[src/design/bmt_pkg.sv]
// ============================================================================
// bmt_pkg
// Shared types, constants and helpers of the breakpoint match table.
// ============================================================================
package bmt_pkg;

  // Table geometry
  localparam int TABLE_DEPTH = 16;
  localparam int TABLE_COUNT = 2;

  localparam int ADDR_W = 16;
  localparam int CNT_W  = $clog2(TABLE_DEPTH + 1);
  localparam int TBL_W  = (TABLE_COUNT > 1) ? $clog2(TABLE_COUNT) : 1;
  localparam int OUT_CNT_W = 5;

  // Result action codes
  localparam logic [1:0] ACT_LOOKUP  = 2'd0;
  localparam logic [1:0] ACT_ADDED   = 2'd1;
  localparam logic [1:0] ACT_REMOVED = 2'd2;
  localparam logic [1:0] ACT_FULL    = 2'd3;

  // Command broadcast to every cell of the row
  typedef struct packed {
    logic              toggle;  // update cycle of a toggle on a valid table
    logic [TBL_W-1:0]  tbl;     // selected table
    logic [ADDR_W-1:0] addr;    // address under test
  } bmt_cmd_t;

  // Fit an internal count into the 5-bit result field
  function automatic logic [OUT_CNT_W-1:0] to_count5(input logic [CNT_W-1:0] c);
    logic [CNT_W+OUT_CNT_W-1:0] tmp;
    tmp = '0;
    tmp[CNT_W-1:0] = c;
    return tmp[OUT_CNT_W-1:0];
  endfunction

endpackage

[src/design/bmt_cell.sv]
// ============================================================================
// bmt_cell
// One slot of the breakpoint row: holds entry i of every table, compares it
// against the address, and shifts in its upper neighbor's entry on removal.
// ============================================================================
module bmt_cell
  import bmt_pkg::*;
(
  input  logic              clk,
  input  bmt_cmd_t          cmd,
  input  logic              valid,      // slot lies below the table's count
  input  logic              append,     // write the address into this slot
  input  logic              hit_in,     // a match was seen in a lower slot
  input  logic [ADDR_W-1:0] entry_in,   // upper neighbor's entry
  output logic              hit_out,    // match seen here or below
  output logic [ADDR_W-1:0] entry_out   // this slot's entry of the table
);

  logic [ADDR_W-1:0] ent [TABLE_COUNT];
  logic              match;

  // Compare against the selected table's entry
  assign entry_out = ent[cmd.tbl];
  assign match     = valid && (entry_out == cmd.addr);
  assign hit_out   = hit_in | match;

  // Append, or close the gap left by a removed entry
  always_ff @(posedge clk) begin
    if (append) begin
      ent[cmd.tbl] <= cmd.addr;
    end else if (cmd.toggle && hit_out) begin
      ent[cmd.tbl] <= entry_in;
    end
  end

endmodule

[src/design/breakpoint_match_table_unit.sv]
// ============================================================================
// breakpoint_match_table_unit
// Per-CPU compacted breakpoint address tables with lookup and toggle.
// ============================================================================
// Result is registered in the execute state once the output is free.
// A new transaction is taken only while the sequencer is idle: it is accepted
//   there, then compared and shifted through the cell row in the execute state.
// A stalled result holds the sequencer in its execute state, which holds off
//   the next accept; it never drops or reorders a transaction.
// Reset clears the entry counts and the control state; stored entries are
//   left as they are, since only entries below the count are ever matched.
module breakpoint_match_table_unit
  import bmt_pkg::*;
(
  input  logic        clk,
  input  logic        rst,
  input  logic        s_tvalid,
  output logic        s_tready,
  input  logic [15:0] s_tdata,   // [15:0] address
  input  logic [1:0]  s_tuser,   // [0] func, [1] table_select
  output logic        m_tvalid,
  input  logic        m_tready,
  output logic [7:0]  m_tdata    // [0] present, [2:1] action, [7:3] entry_count
);

  localparam logic ST_IDLE = 1'b0;
  localparam logic ST_EXEC = 1'b1;

  logic              state;
  logic              func_q;
  logic              sel_q;
  logic [ADDR_W-1:0] addr_q;
  logic [CNT_W-1:0]  counts [TABLE_COUNT];

  logic              fire;
  logic              in_range;
  logic [TBL_W-1:0]  tbl;
  logic [CNT_W-1:0]  cnt;
  logic [CNT_W-1:0]  cnt_next;
  logic              full;
  logic              present;
  logic              do_add;
  logic [1:0]        action;
  bmt_cmd_t          cmd;

  logic [TABLE_DEPTH-1:0] valid_v;
  logic [TABLE_DEPTH-1:0] append_v;
  logic [TABLE_DEPTH:0]   hit_c;
  logic [ADDR_W-1:0]      entry_c [TABLE_DEPTH+1];

  assign s_tready = (state == ST_IDLE);
  assign fire     = (state == ST_EXEC) && (!m_tvalid || m_tready);

  // Selected table and its count
  assign in_range = (32'(sel_q) < TABLE_COUNT);
  assign tbl      = TBL_W'(sel_q);
  assign cnt      = in_range ? counts[tbl] : '0;
  assign full     = (cnt == CNT_W'(TABLE_DEPTH));

  assign cmd.toggle = fire && func_q && in_range;
  assign cmd.tbl    = tbl;
  assign cmd.addr   = addr_q;

  // Row of cells; the match chain runs from slot 0 upward
  assign hit_c[0]                = 1'b0;
  assign entry_c[TABLE_DEPTH]    = addr_q;
  assign present                 = hit_c[TABLE_DEPTH];
  assign do_add                  = cmd.toggle && !present && !full;

  for (genvar i = 0; i < TABLE_DEPTH; i++) begin : g_cell
    assign valid_v[i]  = in_range && (cnt > CNT_W'(i));
    assign append_v[i] = do_add && (cnt == CNT_W'(i));

    bmt_cell u_cell (
      .clk       (clk),
      .cmd       (cmd),
      .valid     (valid_v[i]),
      .append    (append_v[i]),
      .hit_in    (hit_c[i]),
      .entry_in  (entry_c[i+1]),
      .hit_out   (hit_c[i+1]),
      .entry_out (entry_c[i])
    );
  end

  // Result code and new count
  always_comb begin
    action   = ACT_LOOKUP;
    cnt_next = cnt;
    if (func_q) begin
      if (!in_range) begin
        action = ACT_FULL;
      end else if (present) begin
        action   = ACT_REMOVED;
        cnt_next = cnt - CNT_W'(1);
      end else if (full) begin
        action = ACT_FULL;
      end else begin
        action   = ACT_ADDED;
        cnt_next = cnt + CNT_W'(1);
      end
    end
  end

  // Sequencer and count registers
  always_ff @(posedge clk) begin
    if (rst) begin
      state <= ST_IDLE;
      for (int t = 0; t < TABLE_COUNT; t++) begin
        counts[t] <= '0;
      end
    end else begin
      case (state)
        ST_IDLE: begin
          if (s_tvalid) begin
            state <= ST_EXEC;
          end
        end
        ST_EXEC: begin
          if (fire) begin
            state <= ST_IDLE;
            if (cmd.toggle) begin
              counts[tbl] <= cnt_next;
            end
          end
        end
        default: begin
          state <= ST_IDLE;
        end
      endcase
    end
  end

  // Input capture
  always_ff @(posedge clk) begin
    if (s_tvalid && s_tready) begin
      func_q <= s_tuser[0];
      sel_q  <= s_tuser[1];
      addr_q <= s_tdata;
    end
  end

  // Output register
  always_ff @(posedge clk) begin
    if (rst) begin
      m_tvalid <= 1'b0;
    end else if (fire) begin
      m_tvalid <= 1'b1;
    end else if (m_tready) begin
      m_tvalid <= 1'b0;
    end
  end

  always_ff @(posedge clk) begin
    if (fire) begin
      m_tdata <= {to_count5(cnt_next), action, present};
    end
  end

endmodule
[config.mk]
export PLATFORM = sky130hd
export DESIGN_NAME = breakpoint_match_table_unit
export DESIGN_NICKNAME = d
export VERILOG_FILES = /design/src/design/bmt_pkg.sv /design/src/design/bmt_cell.sv /design/src/design/breakpoint_match_table_unit.sv
export SDC_FILE = /design/constraint.sdc
export NUM_CORES = 1
export LEC_CHECK = 0
export BUFFER_PORTS_ARGS = -buffer_cell sky130_fd_sc_hd__buf_2
export CORE_MARGIN = 3
export CORE_UTILIZATION = 35
export CTS_BUF_LIST = sky130_fd_sc_hd__clkbuf_16
export DETAILED_ROUTE_END_ITERATION = 7
export PLACE_DENSITY = 0.56
export SYNTH_ARGS = -nofsm -noshare
export SYNTH_HDL_FRONTEND = slang
export SYNTH_SLANG_ARGS = --single-unit
[constraint.sdc]
create_clock -name clk -period 5.7 [get_ports clk]
set_input_delay 1.14 -clock clk [delete_from_list [all_inputs] [get_ports clk]]
set_output_delay 1.14 -clock clk [all_outputs]
set_load 0.1 [all_outputs]
Word-level counts from Yosys, hierarchy flattened --
Memories as Yosys holds them, arrays and structs flattened. A register that Yosys moved wholly into a read port is not among the register bits. Cells that the tools add are included.
Word-level totals: register bits after elaboration 28, bits in writable memories 522, input bits 22, output and inout bits 10, logic and storage cells 302, memories kept 17
Operators by class: $add $sub $neg 2, order comparisons 16, eq/ne operators 32, muxes and demuxes 133, bitwise operators 33, reductions and logical operators 61
Memory list:
- g_cell[0].u_cell.ent | depth 2, width 16, rd ports 1, clocked after Yosys merged registers in 1, write ports 1, line bmt_cell.sv:19 | logic [ADDR_W-1:0] ent [TABLE_COUNT];
- g_cell[10].u_cell.ent | depth 2, width 16, rd ports 1, clocked after Yosys merged registers in 1, write ports 1, line bmt_cell.sv:19
- g_cell[11].u_cell.ent | depth 2, width 16, rd ports 1, clocked after Yosys merged registers in 1, write ports 1, line bmt_cell.sv:19
- g_cell[12].u_cell.ent | depth 2, width 16, rd ports 1, clocked after Yosys merged registers in 1, write ports 1, line bmt_cell.sv:19
- g_cell[13].u_cell.ent | depth 2, width 16, rd ports 1, clocked after Yosys merged registers in 1, write ports 1, line bmt_cell.sv:19
- g_cell[14].u_cell.ent | depth 2, width 16, rd ports 1, clocked after Yosys merged registers in 1, write ports 1, line bmt_cell.sv:19
- 11 more memories
Operators with widths (count):
- $eq A16 B16 Y1 | 16
- $mux W16 | 16
- $mux W1 | 110
- $logic_and A1 B1 Y1 | 53
- $eq A5 B4 Y1 const B | 8
- $gt A5 B4 Y1 const B | 8
- $or A1 B1 Y1 | 31
- $eq A5 B3 Y1 const B | 4
- $gt A5 B3 Y1 const B | 4
- $mux W5 | 4
- $eq A5 B2 Y1 const B | 2
- $gt A5 B1 Y1 const B | 2
- $gt A5 B2 Y1 const B | 2
- $add A5 B1 Y5 const B | 1
- $eq A5 B1 Y1 const B | 1
- $eq A5 B5 Y1 const B | 1
- $logic_not A5 Y1 | 1
- $reduce_or A5 Y1 | 1
- $sub A5 B1 Y5 const B | 1
- $mux W2 | 2
- $logic_not A1 Y1 | 3
- $not A1 Y1 | 2
- $pmux W1 S2 | 1
- $reduce_bool A2 Y1 | 1
- 2 further kinds | 2

Longest topological paths before layout --
Gate-level depths: netlist (run 1).
depth after elaboration 24, depth in mapped cells 19, depth with buffers taken out 13

Modules after synthesis --
Synthesis (run 1) repeated with hierarchy kept, for this count alone.
Second synthesis, totals: cells, all modules 1728, area, all modules 28509.8 µm²
By module, submodules not included:
- bmt_cell | instances 16, cells each 96, area each 1650.3 µm², seq. area each 960.9 µm²
- breakpoint_match_table_unit | instances 1, cells each 192, area each 2104.5 µm², seq. area each 1141.1 µm²

Worst setup path before layout (run 1) --
Ideal clock, no wire load.
path type reg2reg, start register with a tool-made name, end memory g_cell[15].u_cell.ent[0][0] (enable), setup time 0.409 ns, data arrival time 4.291 ns, required time 5.291 ns, setup slack 1.000 ns, stages on the path, launching flop included 20, buffers on the path 7, clock period less this slack 4.700 ns, path through dfxtp_1 -> buf_6 -> buf_6 -> buf_6 -> buf_4 -> buf_2 -> a21oi_1 -> inv_1 -> ha_1 -> and2_1 -> ha_1 -> nor4_1 -> nand4_1 -> o22ai_1 -> nor4_2 -> nand3_2 -> buf_6 -> buf_6 -> a21oi_1 -> nor3_1
RTL lines (line):
- to (decl) | bmt_cell.sv:19

==> flow_summary.json, run 1 <==
{
  "slew_viol_final": 0,
  "cts.root.buffer_cell": "clkbuf_16",
  "start_kind": "register",
  "clock_latency_ns": 0.64,
  "die_h_um": 282,
  "min_path_type": "register to register",
  "avgSynthCellArea_um2": 13.7,
  "synth-seq-cells": 551,
  "min_from": "m_tvalid",
  "vdd_drop_max_mv": 0.212,
  "wire_per_inst_um": 24.3,
  "cp-end-kind": "register",
  "worstHoldEndpoint": "m_tvalid",
  "yosysWarningCount": 0,
  "postCtsHoldBufs": 0,
  "cts_tree": "built",
  "seqCellArea_um2": 16500,
  "start_util_pct": 35.6,
  "coreArea_um2": 74900,
  "synthDistinctLibCells": 74,
  "nFillCells": 6865,
  "drive_above_1_share_pct": 12.0,
  "status": "complete, no violations",
  "die_x_um": 282,
  "hold_depth": 2,
  "fin_cells": 3009,
  "dp_hpwl_mm": 49.5,
  "post_cts_buffers": 0,
  "grt_pass1_vias": 15700,
  "h-tree-depth": 2,
  "fin_crit_ns": 4.82,
  "multi_input_area_um2": 9270,
  "clk_pin_slew_ns": 0.06,
  "gp_congestion": 0.834,
  "boundaryPins": 32,
  "wirelength_mm": 73.2,
  "required_ns": 5.94,
  "hold_violations": 0,
  "finClkSkew_ns": 0.0277,
  "drt_iter0_drc": 1352,
  "numCtsBuffers": 59,
  "drc": 0,
  "drt-pass1-iter-count": 6,
  "reg2reg_depth": 11,
  "antenna_found_initial": 2,
  "power_mw": 9.19,
  "cts_resized": 0,
  "leakage_nw": 10.6,
  "synth_ff_type": "edfxtp_1",
  "via_per_inst": 5.31,
  "place.port_buffers": 31,
  "setup_viol": 0,
  "tns_ns": 0,
  "ys_seq_area_share_pct": 62.0,
  "path_class": "register to register",
  "slew_headroom_pct": 17.6,
  "synth_enable_flop_cells": 548,
  "n_antenna_cell": 0,
  "synth_nets": 1978,
  "netlist_instances": 1951,
  "max-clock-path-buffers": 3,
  "ant_nets": 0,
  "die_area_um2": 79500,
  "clock_sinks": 551,
  "synthArstFlopShare_pct": 0,
  "grt_max_degree": 81,
  "finalCritPeriodShare_pct": 84.5,
  "vias": 16000,
  "grt-ovfl-total": 0,
  "rr_endpoint": "g_cell[14].u_cell.ent[0][14]",
  "layout-area-overhead-vs-synth_pct": 11.7,
  "grt_util_all_layers_pct": 18.3,
  "post-route-util_pct": 39.7,
  "reg2reg_setup_slack_ns": 0.88,
  "dpl_cell_area_um2": 27900,
  "synth_area_um2": 26600,
  "dp.cells": 2902,
  "rsz0062_at_grt": "false",
  "fin_area_um2": 29800,
  "drv_cap": 0,
  "crit_arrival_ns": 5.06,
  "tightest_slew_ns": 1.22,
  "layout.nets": 2021,
  "grt_pass1_wl_mm": 107,
  "num_rows": 100,
  "path_max_fanout": 80,
  "fmax_mhz": 208,
  "p_per_area_nw_per_um2": 309
}
[worst max-delay path by stage]
stage                     startpoint                      endpoint  cells past startpoint
after CTS                   register   g_cell[14].u_cell.ent[0][2]                     11
final                       register  g_cell[14].u_cell.ent[0][14]                     11
after global routing        register   g_cell[14].u_cell.ent[0][6]                     11
after detailed placement    register   g_cell[14].u_cell.ent[0][6]                     11
after floorplan             register   g_cell[15].u_cell.ent[0][0]                     19
after global placement      register    g_cell[1].u_cell.ent[0][0]                     12
[stage by stage]
stage	hold WS [ns]	worst slack, ns
finish	0.526	0.885
CTS	0.532	1.04
detailed placement	0.518	1.05
floorplan	0.439	1.00
global placement	0.486	1.04
global route	0.556	0.776
[power by group]
group          total [mW]  leakage (nW)  switching (mW)  internal [mW]
clock                3.67         0.959            1.60           2.08
combinational       0.989          4.70           0.646          0.343
sequential           4.53          4.98          0.0346           4.49
[sequential cells by signal (all words and copies together), names as in the netlist, named ones only]
signal and count:
m_tvalid 1, counts 10, m_tdata 8, state 1, sel_q 1, addr_q 16, func_q 1, g_cell.u_cell.ent 512
[cell families (layout without fill, tap and decap cells)]
family | Yosys count | in the layout | synth area share [%]
AND/OR/NAND/NOR | 366 | 366 | 6.67
adder cells (fa/ha/maj) | 5 | 5 | 0.235
AO/OA/AOI/OAI | 259 | 259 | 5.93
flip-flops | 551 | 551 | 62.0
multiplexers | 352 | 352 | 13.3
buffers and inverters | 159 | 248 | 3.33
XOR/XNOR | 259 | 259 | 8.51
[Yosys cell counts, types with 10 or more instances]
cell type,instances,share of area [%]
o21ai_0,100,1.9
nor2_1,83,1.2
xnor2_1,259,8.5
a21oi_1,91,1.7
nand4_1,18,0.42
and2_1,10,0.23
buf_4,15,0.42
buf_6,27,1.1
mux2i_1,344,13
buf_2,17,0.32
nor4_1,57,1.3
nand3_1,16,0.30
nor2b_1,10,0.23
nand2_1,126,1.8
edfxtp_1,548,62
clkbuf_1,62,0.87
nor3_1,16,0.30
inv_1,15,0.21
[routing by layer]
metal	track usage (%)	routed length [µm]	up-vias
met3	2.72	4490	108
met5	0	0	-
met2	29.0	33400	559
li1	-	-	7321
met1	26.1	33500	7994
met4	5.37	1840	0
[worst max-delay path: stages, from the launching register on]
cell	delay (ns)
dfxtp_4	0.60
buf_12	0.48
mux2i_1	0.40
xnor2_1	0.11
nor4_1	0.54
buf_4	0.22
o211ai_1	0.10
o22ai_1	0.31
nor2_1	0.13
nand3_4	0.17
o21a_1	0.46
o21ba_1	0.76
[final cells by class]
class	count	area share, %
multi-input cells	1241	31.1
inverters	29	0.366
clock buffers	60	5.05
flip-flops and latches	551	55.5
well taps	969	4.07
clock inverters	47	1.13
repair buffers	112	2.73
[cells in the final DEF (no fill, tap or decap), types with 31 or more instances in the layout]
cell | synthesis | layout
buf_4 | 15 | 77
nor2_1 | 83 | 81
edfxtp_1 | 548 | 548
nor4_1 | 57 | 57
a21oi_1 | 91 | 91
buf_2 | 17 | 31
nand2_1 | 126 | 126
clkbuf_16 | 0 | 60
xnor2_1 | 259 | 259
mux2i_1 | 344 | 344
o21ai_0 | 100 | 99
No activity file was read; power rests on OpenSTA's default activity.
==> run 2, diff against run 1 <==
- clock period: 5.7 -> 5 ns (I/O delays scaled with it)
==> flow_summary.json, run 2 (same netlist as run 1, synthesis figures left out) <==
{
  "grt_util_all_layers_pct": 18.7,
  "drc": 0,
  "layout.nets": 2073,
  "boundaryPins": 32,
  "h-tree-depth": 2,
  "p_per_area_nw_per_um2": 349,
  "rsz0062_at_grt": "false",
  "ant_nets": 0,
  "clock_sinks": 551,
  "crit_arrival_ns": 4.97,
  "die_area_um2": 79500,
  "leakage_nw": 11.0,
  "antenna_found_initial": 3,
  "cts_resized": 0,
  "fmax_mhz": 216,
  "fin_cells": 3066,
  "numCtsBuffers": 61,
  "tightest_slew_ns": 1.20,
  "grt_pass1_vias": 16100,
  "die_x_um": 282,
  "path_max_fanout": 52,
  "layout_common_cells": "548 x edfxtp_1, 344 x mux2i_1, 259 x xnor2_1, 126 x nand2_1, 99 x o21ai_0",
  "cp-end-kind": "register",
  "gp_congestion": 0.924,
  "grt-ovfl-total": 0,
  "cts_tree": "built",
  "cts.root.buffer_cell": "clkbuf_16",
  "dp_hpwl_mm": 52.7,
  "power_mw": 10.7,
  "vdd_drop_max_mv": 0.286,
  "hold_violations": 0,
  "place.port_buffers": 31,
  "finClkSkew_ns": 0.0294,
  "start_kind": "register",
  "num_rows": 100,
  "top_register": "g_cell.u_cell.ent",
  "coreArea_um2": 74900,
  "largest_reg_flops": 512,
  "finalCritPeriodShare_pct": 92.4,
  "post_cts_buffers": 0,
  "wire_per_inst_um": 24.2,
  "fin_crit_ns": 4.62,
  "grt_max_degree": 58,
  "min_path_type": "register to register",
  "via_per_inst": 5.24,
  "slew_headroom_pct": 19.2,
  "path_class": "register to register",
  "tns_ns": 0,
  "reg2reg_setup_slack_ns": 0.38,
  "max-clock-path-buffers": 3,
  "die_h_um": 282,
  "clk_pin_slew_ns": 0.06,
  "status": "complete, no violations",
  "drive_above_1_share_pct": 14.4,
  "layout-area-overhead-vs-synth_pct": 15.0,
  "postCtsHoldBufs": 0,
  "dp.cells": 2952,
  "layout_commonest_cell": "edfxtp_1",
  "wirelength_mm": 74.3,
  "nFillCells": 6794,
  "required_ns": 5.34,
  "reg_top3": "g_cell.u_cell.ent (512), addr_q (16), counts (10)",
  "vias": 16100,
  "slew_viol_final": 0,
  "grt_pass1_wl_mm": 109,
  "start_util_pct": 35.6,
  "drv_cap": 0,
  "clock_latency_ns": 0.64,
  "drt_iter0_drc": 1518,
  "setup_viol": 0,
  "drt-pass1-iter-count": 7
}
run 2: cell count changes in the layout (fill, tap and decap cells not counted), sizes merged:
| cell | change |
|---|---|
| buf | +50 |
| bufinv | +2 |
| clkbuf | +2 |
| clkinv | +3 |
| clkinvlp | +4 |
| diode | +1 |
| inv | -5 |
run 2: cell type report:
type	instances	area, µm²	area share (%)
repair buffers	162	1590	5.18
multi-input cells	1241	9270	30.2
inverters	29	109	0.355
diodes	1	2.50	0.00816
clock buffers	62	1550	5.06
well taps	969	1210	3.95
clock inverters	51	405	1.32
flip-flops and latches	551	16500	53.9
run 2: worst max-delay path, stage by stage (launching register included):
cell and delay [ns]:
dfxtp_4 0.68, buf_12 0.35, mux2i_1 0.29, xnor2_1 0.09
nor4_1 0.46, nand3_1 0.21, nor2_1 0.45, nor4_4 0.10
buf_4 0.21, nand3_4 0.29, and2_1 0.58, o21a_1 0.28
buf_12 0.17
run 2: per-layer routing:
layer	up-vias	routed length [µm]	track usage, %
li1	7421	-	-
met1	7944	33200	26.2
met2	559	33600	29.3
met3	144	5110	3.56
met4	2	2310	6.20
met5	-	13	0
run 2: worst paths after layout:
kind / start / end / cells past startpoint
worst min-delay path: m_tvalid / m_tvalid / 2
worst max register to register: register / g_cell[10].u_cell.ent[1][8] / 12
worst min register to register: m_tvalid / m_tvalid / 2
worst max-delay path: register / g_cell[10].u_cell.ent[1][8] / 12
run 2: power by group:
part	switching, mW	total, mW	internal, mW
clock	1.81	4.36	2.54
combinational	0.731	1.15	0.420
sequential	0.0564	5.18	5.12
run 2: through the flow:
step	hold slack [ns]	setup slack [ns]	area, µm²	util (%)
floorplan	0.439	0.300	26600	-
global placement	0.498	0.378	28700	38.3
detailed placement	0.500	0.374	28700	38.3
CTS	0.515	0.337	30700	40.9
global route	0.530	0.0709	30700	40.9
finish	0.514	0.380	30700	40.9
